File: src/rtl/kqt_pkg.sv
// kqt_pkg: table size, index width, action and status codes for the quota table
// used by keyed_quota_table_core; no dependencies
`default_nettype none

package kqt_pkg;

  localparam int TABLE_ENTRIES = 16;
  localparam int IDX_W = (TABLE_ENTRIES > 1) ? $clog2(TABLE_ENTRIES) : 1;

  localparam logic [2:0] ACT_SET       = 3'd0;
  localparam logic [2:0] ACT_CHK_INODE = 3'd1;
  localparam logic [2:0] ACT_CHK_BLK   = 3'd2;
  localparam logic [2:0] ACT_ADD_INODE = 3'd3;
  localparam logic [2:0] ACT_RM_INODE  = 3'd4;
  localparam logic [2:0] ACT_ADD_BLK   = 3'd5;
  localparam logic [2:0] ACT_RM_BLK    = 3'd6;
  localparam logic [2:0] ACT_GET       = 3'd7;

  localparam logic [1:0] ST_OK       = 2'd0;
  localparam logic [1:0] ST_EXCEEDED = 2'd1;
  localparam logic [1:0] ST_FULL     = 2'd2;

endpackage

`default_nettype wire

File: src/rtl/keyed_quota_table_core.sv
// keyed_quota_table_core: per-owner inode/block quota table with a scan sequencer
// and one shared 18-bit add/subtract unit; depends on kqt_pkg
`default_nettype none

// usage
//   request channel: in_valid_i/in_ready_o with action, owner id, new limits and a
//   block amount; one result per request on out_valid_o/out_ready_i
//   in_ready_o is high only while the sequencer is idle
//   a request walks the table one entry per cycle looking for the lowest active
//   entry of the owner and the lowest free slot, loads the matching entry, runs
//   the add/subtract unit (for the block check it first forms used + amount and
//   then compares it with the limit), writes back, and hands the result to the
//   output register; the next request is taken only after that hand-over
//   the result sits in an output register; while the receiver stalls the block
//   still takes and works on the next request, and holds before delivering it
//   until the previous result has been taken
//   reset clears all valid bits, so the table starts empty; entry contents are
//   not cleared and never reach a result before being written
module keyed_quota_table_core (
  input  wire logic        clk_i,
  input  wire logic        rst_ni,

  input  wire logic        in_valid_i,
  output logic             in_ready_o,
  input  wire logic [2:0]  action_i,
  input  wire logic [15:0] owner_id_i,
  input  wire logic [15:0] inode_limit_in_i,
  input  wire logic [15:0] block_limit_in_i,
  input  wire logic [15:0] block_amount_i,

  output logic             out_valid_o,
  input  wire logic        out_ready_i,
  output logic [1:0]       status_o,
  output logic             found_o,
  output logic [15:0]      inode_limit_out_o,
  output logic [15:0]      block_limit_out_o,
  output logic [15:0]      inodes_used_out_o,
  output logic [15:0]      blocks_used_out_o
);

  localparam int N = kqt_pkg::TABLE_ENTRIES;
  localparam int IW = kqt_pkg::IDX_W;

  typedef enum logic [2:0] {
    S_IDLE,
    S_SCAN,
    S_LOAD,
    S_EXEC,
    S_DONE
  } state_e;

  state_e state_q;

  // table storage
  logic [N-1:0] slot_valid_q;
  logic [15:0]  slot_owner_q       [N];
  logic [15:0]  slot_inode_limit_q [N];
  logic [15:0]  slot_block_limit_q [N];
  logic [15:0]  slot_inodes_used_q [N];
  logic [15:0]  slot_blocks_used_q [N];

  // captured request
  logic [2:0]  act_q;
  logic [15:0] who_q;
  logic [15:0] ilim_q;
  logic [15:0] blim_q;
  logic [15:0] amt_q;

  // scan results
  logic [IW-1:0] scan_idx_q;
  logic          hit_q;
  logic [IW-1:0] hit_idx_q;
  logic          free_q;
  logic [IW-1:0] free_idx_q;

  // loaded entry and work registers
  logic [15:0] e_il_q;
  logic [15:0] e_bl_q;
  logic [15:0] e_iu_q;
  logic [15:0] e_bu_q;
  logic        step_q;
  logic [16:0] tmp_q;
  logic [1:0]  pend_status_q;

  // output register
  logic        out_valid_q;
  logic [1:0]  status_q;
  logic        found_q;
  logic [15:0] il_out_q;
  logic [15:0] bl_out_q;
  logic [15:0] iu_out_q;
  logic [15:0] bu_out_q;

  // shared add/subtract unit
  logic [17:0] alu_a;
  logic [17:0] alu_b;
  logic        alu_sub;
  logic [17:0] alu_r;
  logic        alu_borrow;
  logic [15:0] alu_sat;

  logic scan_match;
  logic scan_empty;
  logic scan_last;
  logic exec_last;
  logic out_free;

  assign in_ready_o = (state_q == S_IDLE);
  assign out_free   = !out_valid_q || out_ready_i;

  assign scan_match = slot_valid_q[scan_idx_q] && (slot_owner_q[scan_idx_q] == who_q);
  assign scan_empty = !slot_valid_q[scan_idx_q];
  assign scan_last  = (scan_idx_q == IW'(N - 1));

  // block check needs a second pass through the unit
  assign exec_last = !((act_q == kqt_pkg::ACT_CHK_BLK) && !step_q);

  always_comb begin
    alu_a   = '0;
    alu_b   = '0;
    alu_sub = 1'b0;
    case (act_q)
      kqt_pkg::ACT_CHK_INODE: begin
        alu_a   = {2'b00, e_iu_q};
        alu_b   = {2'b00, e_il_q};
        alu_sub = 1'b1;
      end
      kqt_pkg::ACT_CHK_BLK: begin
        if (!step_q) begin
          alu_a = {2'b00, e_bu_q};
          alu_b = {2'b00, amt_q};
        end else begin
          // limit - (used + amount) borrows when the sum exceeds the limit
          alu_a   = {2'b00, e_bl_q};
          alu_b   = {1'b0, tmp_q};
          alu_sub = 1'b1;
        end
      end
      kqt_pkg::ACT_ADD_INODE: begin
        alu_a = {2'b00, e_iu_q};
        alu_b = 18'd1;
      end
      kqt_pkg::ACT_RM_INODE: begin
        alu_a   = {2'b00, e_iu_q};
        alu_b   = 18'd1;
        alu_sub = 1'b1;
      end
      kqt_pkg::ACT_ADD_BLK: begin
        alu_a = {2'b00, e_bu_q};
        alu_b = {2'b00, amt_q};
      end
      kqt_pkg::ACT_RM_BLK: begin
        alu_a   = {2'b00, e_bu_q};
        alu_b   = {2'b00, amt_q};
        alu_sub = 1'b1;
      end
      default: begin
        alu_a = '0;
      end
    endcase
  end

  assign alu_r      = alu_sub ? (alu_a - alu_b) : (alu_a + alu_b);
  assign alu_borrow = alu_r[17];

  // saturate additions at all ones, floor subtractions at zero
  always_comb begin
    if (alu_sub) begin
      alu_sat = alu_borrow ? 16'h0000 : alu_r[15:0];
    end else begin
      alu_sat = alu_r[16] ? 16'hFFFF : alu_r[15:0];
    end
  end

  // sequencer, valid bits and registered outputs
  always_ff @(posedge clk_i or negedge rst_ni) begin
    if (!rst_ni) begin
      state_q       <= S_IDLE;
      slot_valid_q  <= '0;
      out_valid_q   <= 1'b0;
      scan_idx_q    <= '0;
      hit_q         <= 1'b0;
      hit_idx_q     <= '0;
      free_q        <= 1'b0;
      free_idx_q    <= '0;
      step_q        <= 1'b0;
      pend_status_q <= kqt_pkg::ST_OK;
    end else begin
      // in S_DONE a taken result is replaced by the next one below
      if (out_valid_q && out_ready_i && (state_q != S_DONE)) begin
        out_valid_q <= 1'b0;
      end
      unique case (state_q)
        S_IDLE: begin
          if (in_valid_i) begin
            act_q      <= action_i;
            who_q      <= owner_id_i;
            ilim_q     <= inode_limit_in_i;
            blim_q     <= block_limit_in_i;
            amt_q      <= block_amount_i;
            scan_idx_q <= '0;
            hit_q      <= 1'b0;
            free_q     <= 1'b0;
            state_q    <= S_SCAN;
          end
        end
        S_SCAN: begin
          // keep the lowest-index match and the lowest free slot
          if (scan_match && !hit_q) begin
            hit_q     <= 1'b1;
            hit_idx_q <= scan_idx_q;
          end
          if (scan_empty && !free_q) begin
            free_q     <= 1'b1;
            free_idx_q <= scan_idx_q;
          end
          if (scan_last) begin
            state_q <= S_LOAD;
          end else begin
            scan_idx_q <= scan_idx_q + IW'(1);
          end
        end
        S_LOAD: begin
          e_il_q  <= slot_inode_limit_q[hit_idx_q];
          e_bl_q  <= slot_block_limit_q[hit_idx_q];
          e_iu_q  <= slot_inodes_used_q[hit_idx_q];
          e_bu_q  <= slot_blocks_used_q[hit_idx_q];
          step_q  <= 1'b0;
          state_q <= S_EXEC;
        end
        S_EXEC: begin
          case (act_q) inside
            kqt_pkg::ACT_SET: begin
              if (!hit_q && free_q) begin
                slot_valid_q[free_idx_q] <= 1'b1;
              end
              pend_status_q <= (!hit_q && !free_q) ? kqt_pkg::ST_FULL : kqt_pkg::ST_OK;
            end
            kqt_pkg::ACT_CHK_INODE: begin
              pend_status_q <= (hit_q && (e_il_q != 16'h0000) && !alu_borrow) ?
                               kqt_pkg::ST_EXCEEDED : kqt_pkg::ST_OK;
            end
            kqt_pkg::ACT_CHK_BLK: begin
              tmp_q         <= alu_r[16:0];
              pend_status_q <= (step_q && hit_q && (e_bl_q != 16'h0000) && alu_borrow) ?
                               kqt_pkg::ST_EXCEEDED : kqt_pkg::ST_OK;
            end
            default: begin
              pend_status_q <= kqt_pkg::ST_OK;
            end
          endcase
          step_q <= 1'b1;
          if (exec_last) begin
            state_q <= S_DONE;
          end
        end
        S_DONE: begin
          // wait for the previous result to leave
          if (out_free) begin
            out_valid_q <= 1'b1;
            status_q    <= pend_status_q;
            found_q     <= hit_q;
            if ((act_q == kqt_pkg::ACT_GET) && hit_q) begin
              il_out_q <= e_il_q;
              bl_out_q <= e_bl_q;
              iu_out_q <= e_iu_q;
              bu_out_q <= e_bu_q;
            end else begin
              il_out_q <= '0;
              bl_out_q <= '0;
              iu_out_q <= '0;
              bu_out_q <= '0;
            end
            state_q <= S_IDLE;
          end
        end
        default: begin
          state_q <= S_IDLE;
        end
      endcase
    end
  end

  // entry write-back
  always_ff @(posedge clk_i) begin
    if (state_q == S_EXEC) begin
      case (act_q) inside
        kqt_pkg::ACT_SET: begin
          if (hit_q) begin
            slot_inode_limit_q[hit_idx_q] <= ilim_q;
            slot_block_limit_q[hit_idx_q] <= blim_q;
          end else if (free_q) begin
            slot_owner_q[free_idx_q]       <= who_q;
            slot_inode_limit_q[free_idx_q] <= ilim_q;
            slot_block_limit_q[free_idx_q] <= blim_q;
            slot_inodes_used_q[free_idx_q] <= '0;
            slot_blocks_used_q[free_idx_q] <= '0;
          end
        end
        kqt_pkg::ACT_ADD_INODE, kqt_pkg::ACT_RM_INODE: begin
          if (hit_q) begin
            slot_inodes_used_q[hit_idx_q] <= alu_sat;
          end
        end
        kqt_pkg::ACT_ADD_BLK, kqt_pkg::ACT_RM_BLK: begin
          if (hit_q) begin
            slot_blocks_used_q[hit_idx_q] <= alu_sat;
          end
        end
        default: begin
        end
      endcase
    end
  end

  assign out_valid_o       = out_valid_q;
  assign status_o          = status_q;
  assign found_o           = found_q;
  assign inode_limit_out_o = il_out_q;
  assign block_limit_out_o = bl_out_q;
  assign inodes_used_out_o = iu_out_q;
  assign blocks_used_out_o = bu_out_q;

endmodule

`default_nettype wire

File: config.mk
export PLATFORM = sky130hd
export DESIGN_NAME = keyed_quota_table_core
export DESIGN_NICKNAME = d
export VERILOG_FILES = /design/src/rtl/kqt_pkg.sv /design/src/rtl/keyed_quota_table_core.sv
export SDC_FILE = /design/constraint.sdc
export NUM_CORES = 1
export LEC_CHECK = 0
export BUFFER_PORTS_ARGS = -buffer_cell sky130_fd_sc_hd__buf_2
export CORE_UTILIZATION = 60
export CTS_BUF_LIST = sky130_fd_sc_hd__clkbuf_4 sky130_fd_sc_hd__clkbuf_8
export DETAILED_ROUTE_END_ITERATION = 12
export PLACE_DENSITY = 0.89
export SKIP_LAST_GASP = 1
export SYNTH_ARGS = -nofsm -noshare
export SYNTH_HDL_FRONTEND = slang
export SYNTH_SLANG_ARGS = --single-unit
File: constraint.sdc
create_clock -name clk_i -period 7.3 [get_ports clk_i]
set_input_delay 0.365 -clock clk_i [delete_from_list [all_inputs] [get_ports clk_i]]
set_output_delay 0.365 -clock clk_i [all_outputs]
set_load 0.01 [all_outputs]
---- Word level (Yosys, flattened, before mapping) ----
Memory sizes are Yosys's and may differ from the RTL's. A register that Yosys moved wholly into a read port is not among the register bits.
Index checks and enable logic that the tools add are counted.
word-level totals
  logic and storage cells ................. 171
  flip-flop bits (word level) ............. 188
  bits in latches ......................... 0
  output and inout port bits .............. 69
  input port bits ......................... 71
  bits in read-only memories .............. 0
  RAM bits ................................ 1280
  memories kept ........................... 5
memories
  memory              depth  bits a word  rd ports  clocked after memory_dff  wr ports  line                          text
  slot_block_limit_q  16     16           1         1                         1         keyed_quota_table_core.sv:58  logic [15:0] slot_block_limit_q [N];
  slot_blocks_used_q  16     16           1         1                         1         keyed_quota_table_core.sv:60  logic [15:0] slot_blocks_used_q [N];
  slot_inode_limit_q  16     16           1         1                         1         keyed_quota_table_core.sv:57  logic [15:0] slot_inode_limit_q [N];
  slot_inodes_used_q  16     16           1         1                         1         keyed_quota_table_core.sv:59  logic [15:0] slot_inodes_used_q [N];
  slot_owner_q        16     16           1         0                         1         keyed_quota_table_core.sv:56  logic [15:0] slot_owner_q [N];
cells by class
  reduce and logical (&&, ||, !) cells .... 47
  $add $sub $neg .......................... 3
  equal/unequal tests ..................... 21
  shift-type cells ........................ 0
  divide/modulo/power cells ............... 0
  bitwise logic cells ..................... 3
  $mul .................................... 0
  $lt $le $gt $ge ......................... 3
  multiplexer cells ....................... 67
operators by type and width
  kind                count
  $mux 16             8
  $pmux 18 s4         1
  $reduce_or 16->1    4
  $pmux 18 s3         1
  $mux 1              35
  $reduce_bool 16->1  2
  $mux 4              6
  $add 18x18->18      1
  $mux 18             1
  $reduce_and 3->1    6
  $sub 18x18->18      1
  $mux 17             1
  $eq 16x16->1        1
  $or 16x16->16       1
  $eq 3x3->1 const B  5
  $logic_and 1x1->1   15
  $pmux 3 s5          1
  $ne 2x2->1 const B  7
  $eq 3x2->1 const B  4
  $mux 3              4
  $lt 4x5->1 const B  2
  $pmux 1 s2          4
  $pmux 4 s2          1
  $eq 3x1->1 const B  2
  17 further kinds    30

---- Logic depth before layout (Yosys ltp) ----
  word-level depth ........................ 10
  depth in mapped cells ................... 24
  mapped depth without buffers ............ 20

---- Least setup slack after synthesis ----
No wires, ideal clock.
  kind .................................... register to register
  start ................................... register act_q[1]
  end ..................................... memory slot_blocks_used_q[0][11], data pin
  arrival time ............................ 5403 ps
  cell stages (with the launch flop) ...... 25
  clock period less this slack ............ 5694 ps
  slack ................................... 1606 ps
  setup time .............................. 291 ps
  path through ............................ edfxtp_1 -> clkbuf_1 -> xor2_1 -> a21o_1 -> buf_2 -> clkbuf_1 -> a222oi_1 -> ha_1 -> inv_1 -> a2111oi_0 -> nand4_1 -> inv_1 -> nand2_1 -> o41ai_1 -> xnor2_1 -> ha_1 -> and2_1 -> nor2b_1 -> nand4_1 -> o21ai_0 -> nor3_1 -> nor3_1 -> nor2_2 -> buf_2 -> a21oi_1
on the way
  longest elaborated chain between the ends .. 9
  elaborated cells between the ends (all ways) .. 27
  those cells by class .................... 2 x add/sub; 6 x eq/ne; 13 x mux; 6 x reduce/logical
RTL lines
  element                                                 line                           text
  start, declared                                         keyed_quota_table_core.sv:63   logic [2:0] act_q;
  start signal, assigned                                  keyed_quota_table_core.sv:196  act_q <= action_i;
  branches (longest 8 deep; another with $add 18x18->18)  --
  $mux 16 (no line) (*)                                   --
  end, declared                                           keyed_quota_table_core.sv:60
Every way passes the cells marked *.

---- Worst setup path in the final report ----
  start ................................... register act_q[1]
  end ..................................... memory slot_blocks_used_q[4][6], data pin
Same word-level chain as after synthesis.

==> run metrics <==
worst slew pin tran roughly 1300 ps; DR DRC count 0; number of synthesized flops with an enable pin around 1500; post-synthesis sequential area ratio 76.9%; Syn. warnings 0; Critical Path Start Type register; VDD IR max just over 0.3 mV; fin nets about 3200; Synth area leaders edfxtp_1, mux4_2, dfrtp_1; CTS sink cnt 1532; worst clock skew between 60 and 70 ps; RSZ-0062 raised after global routing true; 1st-pass router iterations 6; Synth area leader edfxtp_1; Achievable Freq about 140 MHz; setup violators final 0; Netlist cell types 74; Boundary Pins 140; outcome finished clean; # rows roughly 120; via/cell ratio roughly 7.0; core area just under 100000 µm²; area taken by multi-input logic gates roughly 13000 µm²; synth-to-layout area growth 13.2%; post-synth top area share between 70% and 80%; global placement routability congestion just over 0.9; Routed Antenna Nets 0; pin count of the biggest net entering global routing 120; post-layout min period 7190 ps; Iteration-0 DRC Markers between 4000 and 5000; Slew Viols, Final 0; maximum clock insertion buffer count 3; average cell area after synthesis around 21 µm²; Initial Utilization about three fifths; Final Hold Fails 0; Power Total approximately 0.019 W; CP Capture Type register; Top FF cell, synth edfxtp_1; Crit Path Class reg2reg; die height about 320 µm; flop-to-flop setup slack 110 ps; initial antenna violation count 12; Mapped Nets 2870; slew margin rel. between 10 and 15%; hpwl dp between 80000 and 90000 µm; first-pass GRT wire length roughly 220000 µm; gr usage total between 30% and 40%; vias in the first global route 32700; share of cells above drive strength 1 31.6%; WL final roughly 160000 µm; H-tree levels 4; asr flop ratio synth under 10%; PwrDens between 200 and 300 nW/µm²; clock network latency to the later pin of the worst-skew pair 910 ps; clk slew on worst S/H paths approximately 70 ps; Fin Hold WS 93.6 ps; fill cell count 5488; Root Buffer clkbuf_8; Post-DP Area ~62000 µm²; Wirelength per Cell 34.4 µm; CTS tree done; Num CTS Buffers 223; post-synthesis register bit count approximately 1500; I/O Buffers approximately 140; final non-filler cell area roughly 67000 µm²; Vias ~32000; TNS Setup 0 ps; Post-CTS Setup Inserts 0; storage element area about 46000 µm²; Die ar. 101000 µm²; worst hold path type in2async; leak pwr about 22 nW; period utilisation layout a little under 100%; Max-Cap Viols 0; Worst Path Max Fanout 17; CP required just under 8000 ps; chip width between 300 and 400 µm; WP data arrival about 7700 ps; Mapped Cells approximately 2800; gr ovfl total 0; mapped cell area 59600 µm²
synthesized netlist by cell type (4+ instances only):
cell / instances
a2bb2oi_1: 4
buf_1: 26
nor2_1: 67
o21ai_0: 32
nand3_1: 17
buf_2: 15
nand2b_1: 17
and2_1: 70
a21o_1: 11
mux2i_1: 26
mux4_2: 382
o21a_1: 5
nand4_1: 10
a221oi_1: 7
xnor2_1: 20
inv_1: 51
a31oi_1: 11
nand3b_1: 6
mux2_2: 7
dfrtp_1: 37
or2_2: 6
nor2b_1: 15
o22ai_1: 5
edfxtp_1: 1495
clkbuf_1: 93
ha_1: 19
or3_1: 6
xor2_1: 27
and3_1: 5
a22oi_1: 11
a21oi_1: 77
nor4_1: 11
nor3_1: 20
a222oi_1: 21
nand2_1: 88
layout make-up:
class	instances	area share, %
Inverter	52	0.289
Multi-Input combinational cell	1055	20.0
Sequential cell	1532	68.0
Antenna cell	8	0.0297
Clock inverter	91	0.835
Tap cell	1287	2.39
Clock buffer	311	5.62
Timing Repair Buffer	277	2.88
sequential cells by signal, summed over array words and instances (netlist names), 17 cells and up:
signal              flops
slot_blocks_used_q    256
slot_inodes_used_q    256
slot_owner_q          256
slot_inode_limit_q    256
tmp_q                  17
slot_block_limit_q    256
power breakdown:
part,switching (W),internal (W),total (W)
clock network,0.00333,0.00347,0.00680
logic,0.00157,0.000875,0.00244
registers,0.000358,0.00990,0.0103
kinds of logic after synthesis:
kind of cell             Yosys count  synth area share (%)
AO/OA/AOI/OAI                    217                  2.42
AND/OR/NAND/NOR                  352                  3.06
flip-flops                      1532                  76.9
adder cells (fa/ha/maj)           21                 0.450
XOR/XNOR                          47                 0.691
buffers and inverters            192                  1.31
multiplexers                     418                  15.1
path summary, 6_finish.rpt:
| check | from | endpoint | cells after the start |
|---|---|---|---|
| worst max register to register | act_q[1] | slot_blocks_used_q[4][6] | 19 |
| worst min-delay path | rst_ni | hit_idx_q[2] | 3 |
| min in group clk_i | owner_id_i[14] | who_q[14] | 2 |
| worst max-delay path | act_q[1] | slot_blocks_used_q[4][6] | 19 |
| worst min register to register | pend_status_q[1] | status_o[1] | 0 |
| max in group asynchronous | rst_ni | scan_idx_q[0] | 3 |
metrics by stage:
step | std cells | worst slack (ps) | utilization [%]
after global routing | 4607 | -37.4 | 68.5
after floorplan | 2779 | 1610 | -
final | 4613 | 106 | 68.5
after CTS | 4605 | 31.4 | 68.3
after global placement | 4133 | 459 | 63.2
after detailed placement | 4133 | 106 | 63.2
worst max-delay path, cell delays in order (launching register included):
cell,delay (ps)
edfxtp_1,660
inv_1,130
maj3_1,380
a221oi_1,640
ha_1,310
inv_1,60
a2111oi_1,680
nand4_1,280
inv_1,100
nand2_1,90
o21ai_0,240
xor2_1,280
ha_1,320
a21o_1,170
a21o_1,200
a221o_1,330
nor3_1,540
nor3_1,250
nor3_1,790
nor2_2,310
what timing repair did:
action	in CTS	in global routing
resized for setup	0	40
endpoints found under the setup margin	0	480
endpoints found under the hold margin	112	0
hold buffers	70	0
routing by layer:
metal  global-route usage, %  up-vias  wire (µm)  part of all wire [%]
met5                       0        -         54                 0.034
met4                    16.5        8       8180                   5.1
met3                    8.55      568      21000                    13
met2                    51.3     3002      77800                    49
met1                    41.0    16300      51900                    33
li1                        -    12300          -                     -
cells in the final DEF (no fill, tap or decap), types with 18 or more instances in the layout:
cell           netlist  routed
ha_1                19      19
inv_1               51      51
mux2i_1             26      26
dlygate4sd3_1        0      70
xor2_1              27      27
mux4_2             382     382
nor2_4               0      18
and2_1              70      70
a21oi_2              0      19
a222oi_1            21      21
buf_4                3      65
a21oi_1             77      39
nand2_1             88      88
edfxtp_1          1495    1495
clkbuf_4             0      78
a21oi_4              0      19
clkinv_2             0      24
dfrtp_1             37      31
o21ai_0             32      21
clkbuf_8             0     233
nor2_1              67      39
xnor2_1             20      20
nor3_1              20      19
clkinv_1             0      50
buf_2               15     139
Note: power is estimated with default switching activity, not from simulation.
